**config.mk**
```make
export PLATFORM = sky130hd
export DESIGN_NAME = riff_wave_header_parser_top_flat
export DESIGN_NICKNAME = d
export VERILOG_FILES = /design/src/rtl/rwhp_pkg.sv /design/src/rtl/rwhp_in_if.sv /design/src/rtl/rwhp_out_if.sv /design/src/rtl/riff_wave_header_parser_top.sv /design/src/rtl/rwhp_in_stage.sv /design/src/rtl/rwhp_parser.sv /design/src/rtl/rwhp_out_stage.sv /design/src/flat_wrapper.sv
export SDC_FILE = /design/constraint.sdc
export NUM_CORES = 2
export LEC_CHECK = 0
export BUFFER_PORTS_ARGS = -buffer_cell sky130_fd_sc_hd__clkbuf_2
export CAP_MARGIN = 20
export CELL_PAD_IN_SITES_DETAIL_PLACEMENT = 1
export CELL_PAD_IN_SITES_GLOBAL_PLACEMENT = 2
export CORE_ASPECT_RATIO = 0.8
export CORE_MARGIN = 2
export CORE_UTILIZATION = 43
export DETAILED_ROUTE_END_ITERATION = 12
export GPL_ROUTABILITY_DRIVEN = 0
export HOLD_SLACK_MARGIN = 0.03
export PLACE_DENSITY = 0.89
export RECOVER_POWER = 25
export SYNTH_ARGS = -nofsm -noshare
export SYNTH_HDL_FRONTEND = slang
export SYNTH_SLANG_ARGS = --single-unit
export TNS_END_PERCENT = 100
```
**constraint.sdc**
```tcl
create_clock -name clk -period 13.69 [get_ports clk]
set_clock_uncertainty 0.2 [all_clocks]
set_input_delay 2.738 -clock clk [delete_from_list [all_inputs] [get_ports clk]]
set_output_delay 2.738 -clock clk [all_outputs]
set_load 0.05 [all_outputs]
```
**src/rtl/rwhp_pkg.sv**
```systemverilog
`timescale 1ns / 1ps
// ----------------------------------------------------------------------------
// rwhp_pkg: shared types and constants of the RIFF/WAVE header parser
// Phase and result codes, chunk name words, the item and result records
// passed between the parser stages, and the ASCII upper-case helper.
// ----------------------------------------------------------------------------
package rwhp_pkg;

	// Default width of the saturating stream position counter.
	localparam int unsigned POSITION_BITS_DEF = 40;
	// Largest fmt chunk that is captured; larger ones are skipped.
	localparam int unsigned FMT_MAX_BYTES = 40;
	// Only fmt bytes 0..23 carry fields that are used.
	localparam int unsigned FMT_BUF_BYTES = 24;
	localparam int unsigned OFFSET_BITS = 40;

	// Chunk names as they sit in the name shift register (first byte lowest),
	// after case folding.
	localparam logic [31:0] NAME_RIFF = 32'h4646_4952;
	localparam logic [31:0] NAME_WAVE = 32'h4556_4157;
	localparam logic [31:0] NAME_FMT  = 32'h2054_4D46;
	localparam logic [31:0] NAME_DATA = 32'h4154_4144;

	localparam logic [15:0] TAG_PCM = 16'h0001;
	localparam logic [15:0] TAG_EXT = 16'hFFFE;

	typedef enum logic [2:0] {
		PH_HEADER,
		PH_CHUNK,
		PH_FMT,
		PH_SKIP,
		PH_FAILED
	} rwhp_phase_t;

	typedef enum logic [1:0] {
		ST_OK,
		ST_BAD_HEADER,
		ST_TRUNC_FMT,
		ST_NO_FORMAT
	} rwhp_status_t;

	typedef enum logic [1:0] {
		KIND_UNKNOWN,
		KIND_PCM,
		KIND_EXT
	} rwhp_kind_t;

	// Registered input item as seen by the parser.
	typedef struct packed {
		logic       valid;
		logic [7:0] data_byte;
		logic       eos;
	} rwhp_item_t;

	typedef struct packed {
		rwhp_status_t           status;
		rwhp_kind_t             format_kind;
		logic [15:0]            channel_count;
		logic [31:0]            sample_rate;
		logic [31:0]            byte_rate;
		logic [15:0]            block_align;
		logic [15:0]            sample_bits;
		logic [15:0]            valid_bits;
		logic [31:0]            speaker_mask;
		logic [OFFSET_BITS-1:0] data_offset;
		logic [31:0]            data_size;
	} rwhp_result_t;

	function automatic logic [7:0] upcase(input logic [7:0] b);
		return (b >= 8'h61 && b <= 8'h7A) ? b - 8'd32 : b;
	endfunction

endpackage

```
**src/rtl/rwhp_in_if.sv**
```systemverilog
`timescale 1ns / 1ps
// ----------------------------------------------------------------------------
// rwhp_in_if: byte stream channel
// Valid/ready channel carrying one file byte and its end-of-stream mark.
// ----------------------------------------------------------------------------
interface rwhp_in_if;
	logic       valid;
	logic       ready;
	logic [7:0] data_byte;
	logic       end_of_stream;

	modport source(output valid, output data_byte, output end_of_stream, input ready);
	modport sink(input valid, input data_byte, input end_of_stream, output ready);
endinterface

```
**src/rtl/rwhp_out_if.sv**
```systemverilog
`timescale 1ns / 1ps
// ----------------------------------------------------------------------------
// rwhp_out_if: summary channel
// Valid/ready channel carrying the summary of one parsed file.
// ----------------------------------------------------------------------------
interface rwhp_out_if;
	logic        valid;
	logic        ready;
	logic [1:0]  status;
	logic [1:0]  format_kind;
	logic [15:0] channel_count;
	logic [31:0] sample_rate;
	logic [31:0] byte_rate;
	logic [15:0] block_align;
	logic [15:0] sample_bits;
	logic [15:0] valid_bits;
	logic [31:0] speaker_mask;
	logic [39:0] data_offset;
	logic [31:0] data_size;

	modport source(output valid, output status, output format_kind, output channel_count,
		output sample_rate, output byte_rate, output block_align, output sample_bits,
		output valid_bits, output speaker_mask, output data_offset, output data_size,
		input ready);
	modport sink(input valid, input status, input format_kind, input channel_count,
		input sample_rate, input byte_rate, input block_align, input sample_bits,
		input valid_bits, input speaker_mask, input data_offset, input data_size,
		output ready);
endinterface

```
**src/rtl/riff_wave_header_parser_top.sv**
```systemverilog
`timescale 1ns / 1ps
// ----------------------------------------------------------------------------
// riff_wave_header_parser_top: RIFF/WAVE header parser
// Takes a WAV file one byte per item, checks the RIFF/WAVE header, walks the
// chunk headers, captures an fmt chunk of up to 40 bytes and the last data
// chunk, and gives one summary item on the final byte of each file.
// ----------------------------------------------------------------------------
//
//  Channel   Dir  Handshake     Payload
//  stream    in   valid/ready   data_byte[7:0], end_of_stream
//  summary   out  valid/ready   status, format_kind, format fields,
//                               data_offset[39:0], data_size[31:0]
//
// One byte is taken every cycle while no final byte waits. A byte is
// registered on entry and parsed from the input register by a single pass of
// small compare and counter logic; the summary of a file is loaded into the
// summary register when its final byte is taken and is offered from there.
// A final byte is held in the input register while an earlier summary is
// still unclaimed, and the bytes behind it wait too; other bytes flow
// regardless of summary stalls. arst_n clears all parse state but the fmt
// buffer at once, with no clearing pass; bytes are accepted right after reset.
//
// The fmt chunk is captured into a 24-byte buffer, which holds every field
// the summary needs; bytes beyond that are counted but not kept. The stream
// position counter is POSITION_BITS wide and saturates.
// ----------------------------------------------------------------------------
module riff_wave_header_parser_top #(
	parameter int unsigned POSITION_BITS = rwhp_pkg::POSITION_BITS_DEF
) (
	input  logic        clk,
	input  logic        arst_n,
	rwhp_in_if.sink     stream,
	rwhp_out_if.source  summary
);

	rwhp_pkg::rwhp_item_t   item;
	rwhp_pkg::rwhp_result_t res;
	logic                   take;
	logic                   res_valid;
	logic                   out_free;

	// Input register: holds each accepted byte for the parse logic.
	rwhp_in_stage u_in (
		.clk    (clk),
		.arst_n (arst_n),
		.stream (stream),
		.take   (take),
		.item   (item)
	);

	// Parse state and summary formation, one byte per cycle while no final byte waits.
	rwhp_parser #(
		.POSITION_BITS (POSITION_BITS)
	) u_parser (
		.clk       (clk),
		.arst_n    (arst_n),
		.item      (item),
		.out_free  (out_free),
		.take      (take),
		.res_valid (res_valid),
		.res       (res)
	);

	// Summary register: holds a finished summary while parsing continues.
	rwhp_out_stage u_out (
		.clk      (clk),
		.arst_n   (arst_n),
		.load     (res_valid),
		.res      (res),
		.out_free (out_free),
		.summary  (summary)
	);

endmodule

```
**src/rtl/rwhp_in_stage.sv**
```systemverilog
`timescale 1ns / 1ps
// ----------------------------------------------------------------------------
// rwhp_in_stage: input register
// Holds one accepted byte until the parser takes it.
// ----------------------------------------------------------------------------
module rwhp_in_stage (
	input  logic               clk,
	input  logic               arst_n,
	rwhp_in_if.sink            stream,
	input  logic               take,
	output rwhp_pkg::rwhp_item_t item
);

	logic       valid_s1;
	logic [7:0] byte_s1;
	logic       eos_s1;

	assign stream.ready = !valid_s1 || take;

	always_ff @(posedge clk or negedge arst_n) begin
		if (!arst_n) begin
			valid_s1 <= 1'b0;
		end else if (stream.ready) begin
			valid_s1 <= stream.valid;
		end
	end

	always_ff @(posedge clk) begin
		if (stream.ready && stream.valid) begin
			byte_s1 <= stream.data_byte;
			eos_s1  <= stream.end_of_stream;
		end
	end

	assign item.valid     = valid_s1;
	assign item.data_byte = byte_s1;
	assign item.eos       = eos_s1;

	// The parser only consumes a byte that is actually held.
	a_take_needs_item: assert property (@(posedge clk) disable iff (!arst_n)
		take |-> valid_s1) else $error("parser took from an empty input register");

endmodule

```
**src/rtl/rwhp_parser.sv**
```systemverilog
`timescale 1ns / 1ps
// ----------------------------------------------------------------------------
// rwhp_parser: header walker and summary builder
// Updates the parse state for one byte per cycle while no final byte waits,
// and forms the summary on the final byte of a file.
// ----------------------------------------------------------------------------
module rwhp_parser #(
	parameter int unsigned POSITION_BITS = rwhp_pkg::POSITION_BITS_DEF
) (
	input  logic                   clk,
	input  logic                   arst_n,
	input  rwhp_pkg::rwhp_item_t   item,
	input  logic                   out_free,
	output logic                   take,
	output logic                   res_valid,
	output rwhp_pkg::rwhp_result_t res
);

	localparam int unsigned NBUF = rwhp_pkg::FMT_BUF_BYTES;
	localparam logic [63:0] OFF_MAX = 64'((65'd1 << rwhp_pkg::OFFSET_BITS) - 65'd1);

	rwhp_pkg::rwhp_phase_t phase_q, phase_n;
	logic [5:0]                 cnt_q, cnt_n;
	logic [32:0]                skip_q, skip_n;
	logic [POSITION_BITS-1:0]   pos_q, pos_n;
	logic [31:0]                name_q, name_n;
	logic [31:0]                len_q, len_n;
	logic                       fail_q, fail_n;
	rwhp_pkg::rwhp_kind_t  kind_q, kind_n;
	logic [15:0]                ch_q, ch_n;
	logic [31:0]                rate_q, rate_n;
	logic [31:0]                brate_q, brate_n;
	logic [15:0]                align_q, align_n;
	logic [15:0]                bits_q, bits_n;
	logic [15:0]                vbits_q, vbits_n;
	logic [31:0]                mask_q, mask_n;
	logic [rwhp_pkg::OFFSET_BITS-1:0] doff_q, doff_n;
	logic [31:0]                dsize_q, dsize_n;

	logic [7:0]  fbuf_q [NBUF];
	logic [7:0]  fb     [NBUF];
	logic        buf_clear;
	logic        buf_write;

	logic [31:0] shift_name;
	logic [5:0]  cnt_inc;
	logic [15:0] tag;
	logic [63:0] pos_wide;
	logic        eos_take;
	rwhp_pkg::rwhp_status_t status;

	assign take     = item.valid && (!item.eos || out_free);
	assign eos_take = take && item.eos;

	always_comb begin
		phase_n   = phase_q;
		cnt_n     = cnt_q;
		skip_n    = skip_q;
		name_n    = name_q;
		len_n     = len_q;
		fail_n    = fail_q;
		kind_n    = kind_q;
		ch_n      = ch_q;
		rate_n    = rate_q;
		brate_n   = brate_q;
		align_n   = align_q;
		bits_n    = bits_q;
		vbits_n   = vbits_q;
		mask_n    = mask_q;
		doff_n    = doff_q;
		dsize_n   = dsize_q;
		buf_clear = 1'b0;
		buf_write = 1'b0;

		pos_n      = (pos_q != '1) ? pos_q + 1'b1 : pos_q;
		pos_wide   = 64'(pos_n);
		shift_name = {rwhp_pkg::upcase(item.data_byte), name_q[31:8]};
		cnt_inc    = cnt_q + 6'd1;

		// Buffer as it stands after this byte, for a parse on the last fmt byte.
		for (int i = 0; i < NBUF; i++) begin
			fb[i] = (phase_q == rwhp_pkg::PH_FMT && cnt_q == 6'(i)) ? item.data_byte
				: fbuf_q[i];
		end
		tag = {fb[1], fb[0]};

		unique case (phase_q)
			rwhp_pkg::PH_HEADER: begin
				name_n = shift_name;
				if (cnt_q == 6'd3 && shift_name != rwhp_pkg::NAME_RIFF) begin
					fail_n = 1'b1;
				end
				if (cnt_q == 6'd11) begin
					if (shift_name != rwhp_pkg::NAME_WAVE) begin
						fail_n = 1'b1;
					end
					phase_n = fail_n ? rwhp_pkg::PH_FAILED : rwhp_pkg::PH_CHUNK;
					cnt_n   = '0;
				end else begin
					cnt_n = cnt_inc;
				end
			end
			rwhp_pkg::PH_CHUNK: begin
				if (cnt_q < 6'd4) begin
					name_n = shift_name;
				end else begin
					len_n = {item.data_byte, len_q[31:8]};
				end
				if (cnt_q == 6'd7) begin
					cnt_n = '0;
					if (name_n == rwhp_pkg::NAME_FMT && len_n <= 32'(rwhp_pkg::FMT_MAX_BYTES)) begin
						// An empty fmt body reads as all zero, which changes nothing.
						buf_clear = 1'b1;
						phase_n   = (len_n == '0) ? rwhp_pkg::PH_CHUNK : rwhp_pkg::PH_FMT;
					end else begin
						if (name_n == rwhp_pkg::NAME_DATA) begin
							doff_n  = (pos_wide > OFF_MAX) ? '1
								: pos_wide[rwhp_pkg::OFFSET_BITS-1:0];
							dsize_n = len_n;
						end
						skip_n  = {1'b0, len_n} + 33'(len_n[0]);
						phase_n = (skip_n == '0) ? rwhp_pkg::PH_CHUNK : rwhp_pkg::PH_SKIP;
					end
				end else begin
					cnt_n = cnt_inc;
				end
			end
			rwhp_pkg::PH_FMT: begin
				buf_write = 1'b1;
				cnt_n     = cnt_inc;
				if (32'(cnt_inc) >= len_q) begin
					if (tag == rwhp_pkg::TAG_PCM || tag == rwhp_pkg::TAG_EXT) begin
						ch_n    = {fb[3], fb[2]};
						rate_n  = {fb[7], fb[6], fb[5], fb[4]};
						brate_n = {fb[11], fb[10], fb[9], fb[8]};
						align_n = {fb[13], fb[12]};
						bits_n  = {fb[15], fb[14]};
					end
					if (tag == rwhp_pkg::TAG_PCM) begin
						kind_n = rwhp_pkg::KIND_PCM;
					end else if (tag == rwhp_pkg::TAG_EXT) begin
						kind_n  = rwhp_pkg::KIND_EXT;
						vbits_n = {fb[19], fb[18]};
						mask_n  = {fb[23], fb[22], fb[21], fb[20]};
					end
					cnt_n   = '0;
					skip_n  = 33'(len_q[0]);
					phase_n = len_q[0] ? rwhp_pkg::PH_SKIP : rwhp_pkg::PH_CHUNK;
				end
			end
			rwhp_pkg::PH_SKIP: begin
				if (skip_q != '0) begin
					skip_n = skip_q - 33'd1;
				end
				if (skip_n == '0) begin
					phase_n = rwhp_pkg::PH_CHUNK;
				end
			end
			default: begin
			end
		endcase

		if (fail_n || phase_n == rwhp_pkg::PH_HEADER) begin
			status = rwhp_pkg::ST_BAD_HEADER;
		end else if (phase_n == rwhp_pkg::PH_FMT) begin
			status = rwhp_pkg::ST_TRUNC_FMT;
		end else if (dsize_n != '0 && doff_n != '0
			&& (kind_n == rwhp_pkg::KIND_PCM || kind_n == rwhp_pkg::KIND_EXT)) begin
			status = rwhp_pkg::ST_OK;
		end else begin
			status = rwhp_pkg::ST_NO_FORMAT;
		end

		res = '0;
		res.status = status;
		if (status == rwhp_pkg::ST_OK || status == rwhp_pkg::ST_NO_FORMAT) begin
			res.format_kind   = kind_n;
			res.channel_count = ch_n;
			res.sample_rate   = rate_n;
			res.byte_rate     = brate_n;
			res.block_align   = align_n;
			res.sample_bits   = bits_n;
			if (kind_n == rwhp_pkg::KIND_EXT) begin
				res.valid_bits   = vbits_n;
				res.speaker_mask = mask_n;
			end
			res.data_offset = doff_n;
			res.data_size   = dsize_n;
		end
	end

	assign res_valid = eos_take;

	always_ff @(posedge clk or negedge arst_n) begin
		if (!arst_n) begin
			phase_q <= rwhp_pkg::PH_HEADER;
			cnt_q   <= '0;
			skip_q  <= '0;
			pos_q   <= '0;
			name_q  <= '0;
			len_q   <= '0;
			fail_q  <= 1'b0;
			kind_q  <= rwhp_pkg::KIND_UNKNOWN;
			ch_q    <= '0;
			rate_q  <= '0;
			brate_q <= '0;
			align_q <= '0;
			bits_q  <= '0;
			vbits_q <= '0;
			mask_q  <= '0;
			doff_q  <= '0;
			dsize_q <= '0;
		end else if (eos_take) begin
			// The summary is out; the next byte starts a new file.
			phase_q <= rwhp_pkg::PH_HEADER;
			cnt_q   <= '0;
			skip_q  <= '0;
			pos_q   <= '0;
			name_q  <= '0;
			len_q   <= '0;
			fail_q  <= 1'b0;
			kind_q  <= rwhp_pkg::KIND_UNKNOWN;
			ch_q    <= '0;
			rate_q  <= '0;
			brate_q <= '0;
			align_q <= '0;
			bits_q  <= '0;
			vbits_q <= '0;
			mask_q  <= '0;
			doff_q  <= '0;
			dsize_q <= '0;
		end else if (take) begin
			phase_q <= phase_n;
			cnt_q   <= cnt_n;
			skip_q  <= skip_n;
			pos_q   <= pos_n;
			name_q  <= name_n;
			len_q   <= len_n;
			fail_q  <= fail_n;
			kind_q  <= kind_n;
			ch_q    <= ch_n;
			rate_q  <= rate_n;
			brate_q <= brate_n;
			align_q <= align_n;
			bits_q  <= bits_n;
			vbits_q <= vbits_n;
			mask_q  <= mask_n;
			doff_q  <= doff_n;
			dsize_q <= dsize_n;
		end
	end

	// The fmt buffer is cleared at the start of every captured fmt body, so
	// it needs no reset.
	always_ff @(posedge clk) begin
		if (take && !item.eos) begin
			for (int i = 0; i < NBUF; i++) begin
				if (buf_clear) begin
					fbuf_q[i] <= '0;
				end else if (buf_write && cnt_q == 6'(i)) begin
					fbuf_q[i] <= item.data_byte;
				end
			end
		end
	end

	a_failed_has_code: assert property (@(posedge clk) disable iff (!arst_n)
		phase_q == rwhp_pkg::PH_FAILED |-> fail_q)
		else $error("failed phase without a failure code");

	a_fmt_len_bounded: assert property (@(posedge clk) disable iff (!arst_n)
		phase_q == rwhp_pkg::PH_FMT |-> len_q != '0
			&& len_q <= 32'(rwhp_pkg::FMT_MAX_BYTES))
		else $error("fmt capture with an out-of-range length");

	a_restart_after_eos: assert property (@(posedge clk) disable iff (!arst_n)
		eos_take |=> phase_q == rwhp_pkg::PH_HEADER && pos_q == '0)
		else $error("parser did not restart after the final byte");

	a_pos_counts: assert property (@(posedge clk) disable iff (!arst_n)
		take && !item.eos && pos_q != '1 |=> pos_q == $past(pos_q) + 1'b1)
		else $error("stream position did not advance");

endmodule

```
**src/rtl/rwhp_out_stage.sv**
```systemverilog
`timescale 1ns / 1ps
// ----------------------------------------------------------------------------
// rwhp_out_stage: summary register
// Holds one summary until the downstream side takes it.
// ----------------------------------------------------------------------------
module rwhp_out_stage (
	input  logic                   clk,
	input  logic                   arst_n,
	input  logic                   load,
	input  rwhp_pkg::rwhp_result_t res,
	output logic                   out_free,
	rwhp_out_if.source             summary
);

	logic                   valid_q;
	rwhp_pkg::rwhp_result_t res_q;

	assign out_free = !valid_q || summary.ready;

	always_ff @(posedge clk or negedge arst_n) begin
		if (!arst_n) begin
			valid_q <= 1'b0;
		end else if (load) begin
			valid_q <= 1'b1;
		end else if (summary.ready) begin
			valid_q <= 1'b0;
		end
	end

	always_ff @(posedge clk) begin
		if (load) begin
			res_q <= res;
		end
	end

	assign summary.valid         = valid_q;
	assign summary.status        = res_q.status;
	assign summary.format_kind   = res_q.format_kind;
	assign summary.channel_count = res_q.channel_count;
	assign summary.sample_rate   = res_q.sample_rate;
	assign summary.byte_rate     = res_q.byte_rate;
	assign summary.block_align   = res_q.block_align;
	assign summary.sample_bits   = res_q.sample_bits;
	assign summary.valid_bits    = res_q.valid_bits;
	assign summary.speaker_mask  = res_q.speaker_mask;
	assign summary.data_offset   = res_q.data_offset;
	assign summary.data_size     = res_q.data_size;

	// A new summary never overwrites one that is still waiting.
	a_no_overwrite: assert property (@(posedge clk) disable iff (!arst_n)
		load |-> !valid_q || summary.ready)
		else $error("summary overwritten before it was taken");

endmodule
```
**src/flat_wrapper.sv**
```systemverilog
// flat-port wrapper written by rule: the top's interface ports become plain ports
module riff_wave_header_parser_top_flat 
#(
	parameter int unsigned POSITION_BITS = rwhp_pkg::POSITION_BITS_DEF
)
  (clk, arst_n, stream_valid, stream_data_byte, stream_end_of_stream, stream_ready, summary_valid, summary_status, summary_format_kind, summary_channel_count, summary_sample_rate, summary_byte_rate, summary_block_align, summary_sample_bits, summary_valid_bits, summary_speaker_mask, summary_data_offset, summary_data_size, summary_ready);
  rwhp_in_if stream_i ();
  rwhp_out_if summary_i ();
  input  logic clk;
  input  logic arst_n;
  input wire logic [$bits(stream_i.valid)-1:0] stream_valid;
  input wire logic [$bits(stream_i.data_byte)-1:0] stream_data_byte;
  input wire logic [$bits(stream_i.end_of_stream)-1:0] stream_end_of_stream;
  output wire logic [$bits(stream_i.ready)-1:0] stream_ready;
  output wire logic [$bits(summary_i.valid)-1:0] summary_valid;
  output wire logic [$bits(summary_i.status)-1:0] summary_status;
  output wire logic [$bits(summary_i.format_kind)-1:0] summary_format_kind;
  output wire logic [$bits(summary_i.channel_count)-1:0] summary_channel_count;
  output wire logic [$bits(summary_i.sample_rate)-1:0] summary_sample_rate;
  output wire logic [$bits(summary_i.byte_rate)-1:0] summary_byte_rate;
  output wire logic [$bits(summary_i.block_align)-1:0] summary_block_align;
  output wire logic [$bits(summary_i.sample_bits)-1:0] summary_sample_bits;
  output wire logic [$bits(summary_i.valid_bits)-1:0] summary_valid_bits;
  output wire logic [$bits(summary_i.speaker_mask)-1:0] summary_speaker_mask;
  output wire logic [$bits(summary_i.data_offset)-1:0] summary_data_offset;
  output wire logic [$bits(summary_i.data_size)-1:0] summary_data_size;
  input wire logic [$bits(summary_i.ready)-1:0] summary_ready;
  assign stream_i.valid = stream_valid;
  assign stream_i.data_byte = stream_data_byte;
  assign stream_i.end_of_stream = stream_end_of_stream;
  assign stream_ready = stream_i.ready;
  assign summary_valid = summary_i.valid;
  assign summary_status = summary_i.status;
  assign summary_format_kind = summary_i.format_kind;
  assign summary_channel_count = summary_i.channel_count;
  assign summary_sample_rate = summary_i.sample_rate;
  assign summary_byte_rate = summary_i.byte_rate;
  assign summary_block_align = summary_i.block_align;
  assign summary_sample_bits = summary_i.sample_bits;
  assign summary_valid_bits = summary_i.valid_bits;
  assign summary_speaker_mask = summary_i.speaker_mask;
  assign summary_data_offset = summary_i.data_offset;
  assign summary_data_size = summary_i.data_size;
  assign summary_i.ready = summary_ready;
  riff_wave_header_parser_top #(.POSITION_BITS(POSITION_BITS)) u_core (.clk(clk), .arst_n(arst_n), .stream(stream_i), .summary(summary_i));
endmodule
```
==> metrics list <==
* Area growth syn-to-layout: 12.7%
- Global routing used 26.7% of the available tracks across all layers.
- The Yosys step of the flow raised 0 warnings.
- The critical path goes through clkbuf_1 > clkbuf_1.
* First-pass GRT wire length: 192,000 um
* Via count: 30,915
- The worst setup path is of the in2async kind.
- Pwr/cell area: 128 nW/um2
* I/O Buffers: 250
- Die ar.: 91,800 um2
* Capturing element type of the critical path: asynchronous set/reset pin
* Reg-to-reg critical path startpoint: u_core.u_parser.cnt_q[4]
* Clock tree from TritonCTS: built
* WP data required: 13,500 ps
- Largest fanout on the critical path: 77
* Highest-count cells in the layout ignoring fill and taps: sky130_fd_sc_hd__nor2_1 (635), sky130_fd_sc_hd__nand2_1 (431), sky130_fd_sc_hd__edfxtp_1 (421)
* Cell Count, Final, Fillers Out: 5,183
- End of the worst register-to-register path: u_core.u_out.summary.channel_count[3]
- Share of post-route cells with drive strength above 1: 9.47%
- Placed Instances: 5,013
- The kind of cell with the highest combined delay along the critical path is buffers and inverters.
* Post-route DRC violation count: 0
* Clock root buffer: sky130_fd_sc_hd__clkbuf_16
* Number of global-route vias before repair: 31,109
* ANT cells: 0
- Commonest non-fill, non-tap cell in the layout: sky130_fd_sc_hd__nor2_1
- Starting DRC count in detailed routing: 2,845
- Setup repair after global routing left no endpoint under its margin.
- For the pin with the worst max-slew slack, the measured transition is 4400 ps.
- EDFF count, synth: 421
- Number of clock sinks seen by CTS: 804
- LEAKAGE: 16.6 nW
- Effective utilization at floorplan: 43.2%
- Top cell by count, worst path: sky130_fd_sc_hd__clkbuf_1
* Area share of the largest cell type after synthesis: 32.9%
* R2R depth: 9
* Die extent in y: 271 um
- Crit-path max cell delay: 3010 ps
- The initial antenna violation count came to 0.
* Register-to-register setup slack: 7680 ps
- In the synthesized netlist, the number of instances is 3,813.
* #FFs+latches synth: 804
- GRT overflow: 0
- The floorplan step defined a core boundary enclosing 89,000 um2.
- Net Sw Power: 1.47 mW
- Clock period minus worst slack: 8610 ps
* Average wire per standard cell: 24.1 um
- The most used flip-flop cell after synthesis is sky130_fd_sc_hd__edfxtp_1.
* Worst slew slack as a fraction of its limit: -193%
- The checks that failed: max-capacitance violations, max-slew violations.
* Worst path buffer plus inverter count: 2
- Clock edge transition at the registers on the reported setup and hold paths: 60 ps
* Hold Buf Count CTS: 0
- Sequential cells burn 48.0% of the power.
- After filler insertion, the fill cell instance count of the layout stands at 9,989.
- Type of the tightest min-delay check: reg2reg
* Total internal power: 4.05 mW
- After synthesis, flip-flops and latches occupy 57.8% of the total area.
* Final-stage net count: 3,938
* Number of cells on the worst hold path: 2
- For this block, the routed nets add up to 125,000 um of wire.
- Critical Path Slowest Stage Cell: sky130_fd_sc_hd__clkbuf_1
- Once the clock tree was built, the setup fixing pass inserted 0 buffers.
- STA classifies the critical path startpoint as a primary input.
- TritonCTS created 87 clock buffers.
* Routed Antenna Nets: 0
- Across all hold checks on the routed design, the worst slack comes to 277 ps.
* Hold worst-path end: u_core.u_parser.vbits_q[1]
- Static timing analysis puts the maximum clock frequency at 116 MHz.
* Combinational cell fraction of total power: 8.4%
- VDD sags by at most 0.0000964 V.
- By area the synthesized netlist is led by sky130_fd_sc_hd__edfxtp_1 (33%), sky130_fd_sc_hd__dfrtp_1 (25%), sky130_fd_sc_hd__nor2_1 (6.2%).
- The startpoint identified for the worst hold timing path is u_core.u_parser.vbits_q[1].
* Count of max-cap constraint violations: 6
- Iteration count of the initial detailed-routing pass: 6
* Asr flop ratio synth: 47.6%
- Switching fraction of total power: 26.6%
- The final number of max-transition violations is 260.
* Data arrival time of the critical path: 8420 ps
- Post-Synthesis Mean Instance Area: 10.1 um2
- Insertion delay to the later sink of the worst-skew pair: 680 ps
- Total negative setup slack: 0 ps
- Max Buffers Root-to-Sink: 3
- Number of rows created at floorplan: 98
- The run finished, with violations left.
- The worst path uses 62.9% of the clock period.
- After clock tree synthesis, the repair step resized 0 gates.
- Entering global routing, the biggest net connects 177 pins.
* Clock power share: 43.6%
- I/O pin cnt: 251
* H-tree level count: 3
- Summed over all instances, the cell type with the most area after synthesis is sky130_fd_sc_hd__edfxtp_1.
- For this run, the share of the core covered by cells in the final layout is 48.7%.
* DIE WIDTH: 338 um
- The number of endpoints with negative hold slack in the final report is 0.
- Endpoints failing setup: 0
* Mapped Nets: 3,843
* Number of distinct library cells after synthesis: 79
- After legalization and detailed placement, the total HPWL measured 79,500 um.
- In the routed layout, each cell is associated on average with a via count of 5.96.
* Overall power of the completed layout: 5.52 mW
- Total standard cell area after synthesis: 38,400 um2
-- stage by stage --
stage | area, um2 | setup WS, ps
floorplan | 38400 | 2760
finish | 43300 | 5080
detailed placement | 40500 | 7390
global route | 43300 | 3940
CTS | 43400 | 7390
global placement | 40400 | 7410
-- metal layers --
layer / wire [um] / GRT usage, % / vias to the layer above / share of wire (%)
met5: 0 / 0 / - / 0
met4: 3680 / 8.39 / 0 / 2.9
met3: 7380 / 4.25 / 195 / 5.9
met2: 56600 / 40.8 / 953 / 45
met1: 57300 / 39.2 / 15854 / 46
li1: - / - / 13913 / -
-- power by group through the flow --
stage	clock (mW)	combinational, mW	sequential [mW]
after global routing	2.54	0.487	2.65
after detailed placement	0	0.468	2.69
after CTS	2.45	0.470	2.65
after floorplan	0	0.164	2.84
after global placement	0	0.462	2.70
final	2.41	0.465	2.65
-- synthesized netlist by cell type (14+ instances only) --
| master | n |
|---|---|
| sky130_fd_sc_hd__a211oi_1 | 136 |
| sky130_fd_sc_hd__a21oi_1 | 213 |
| sky130_fd_sc_hd__a22o_1 | 53 |
| sky130_fd_sc_hd__a31oi_1 | 17 |
| sky130_fd_sc_hd__and2_1 | 19 |
| sky130_fd_sc_hd__and3_1 | 25 |
| sky130_fd_sc_hd__buf_2 | 20 |
| sky130_fd_sc_hd__buf_4 | 18 |
| sky130_fd_sc_hd__clkbuf_1 | 262 |
| sky130_fd_sc_hd__dfrtp_1 | 383 |
| sky130_fd_sc_hd__edfxtp_1 | 421 |
| sky130_fd_sc_hd__ha_1 | 17 |
| sky130_fd_sc_hd__inv_1 | 25 |
| sky130_fd_sc_hd__mux2i_1 | 161 |
| sky130_fd_sc_hd__nand2_1 | 433 |
| sky130_fd_sc_hd__nand2b_1 | 14 |
| sky130_fd_sc_hd__nand3_1 | 74 |
| sky130_fd_sc_hd__nand4_1 | 57 |
| sky130_fd_sc_hd__nor2_1 | 636 |
| sky130_fd_sc_hd__nor2b_1 | 15 |
| sky130_fd_sc_hd__nor3_1 | 62 |
| sky130_fd_sc_hd__nor3b_1 | 15 |
| sky130_fd_sc_hd__nor4_1 | 69 |
| sky130_fd_sc_hd__o21ai_0 | 367 |
| sky130_fd_sc_hd__o31ai_1 | 15 |
| sky130_fd_sc_hd__or3_1 | 15 |
| sky130_fd_sc_hd__or4_1 | 18 |
| sky130_fd_sc_hd__xnor2_1 | 43 |
| sky130_fd_sc_hd__xor2_1 | 29 |
-- worst max path at each step --
stage,start,end,cells after the start
after floorplan,summary_ready,u_core.u_out.summary.block_align[0],6
after global placement,summary_ready,stream_ready,3
after detailed placement,summary_ready,stream_ready,3
after CTS,summary_ready,stream_ready,3
after global routing,arst_n,u_core.u_parser.pos_q[34],2
final,arst_n,u_core.u_parser.pos_q[37],2
-- cell type report --
cell class	count	area (um2)	area share [%]
Multi-Input combinational cell	2669	14900	34.4
Inverter	28	113	0.260
Tap cell	1200	1500	3.47
Timing Repair Buffer	318	1670	3.85
Clock inverter	45	489	1.13
Clock buffer	119	2420	5.58
Sequential cell	804	22200	51.3
-- flip-flops by register name (all words and copies together), names as in the netlist, 33 cells and up --
| name | count |
|---|---|
| u_core.u_out.summary.data_offset | 40 |
| u_core.u_parser.doff_q | 40 |
| u_core.u_parser.fbuf_q | 176 |
| u_core.u_parser.pos_q | 40 |
| u_core.u_parser.skip_q | 33 |
-- cells by family after synthesis --
| logic type | count (synthesis) | synth area share, % |
|---|---|---|
| xor gates and xnor gates | 72 | 1.64 |
| AOI/OAI and AO/OA | 903 | 14.2 |
| adders and majority gates | 17 | 0.553 |
| and+or+nand+nor | 1514 | 17.9 |
| buffers and inverters | 340 | 3.66 |
| muxes | 163 | 4.25 |
| DFF | 804 | 57.8 |
No activity file was read; power rests on OpenSTA's default activity.
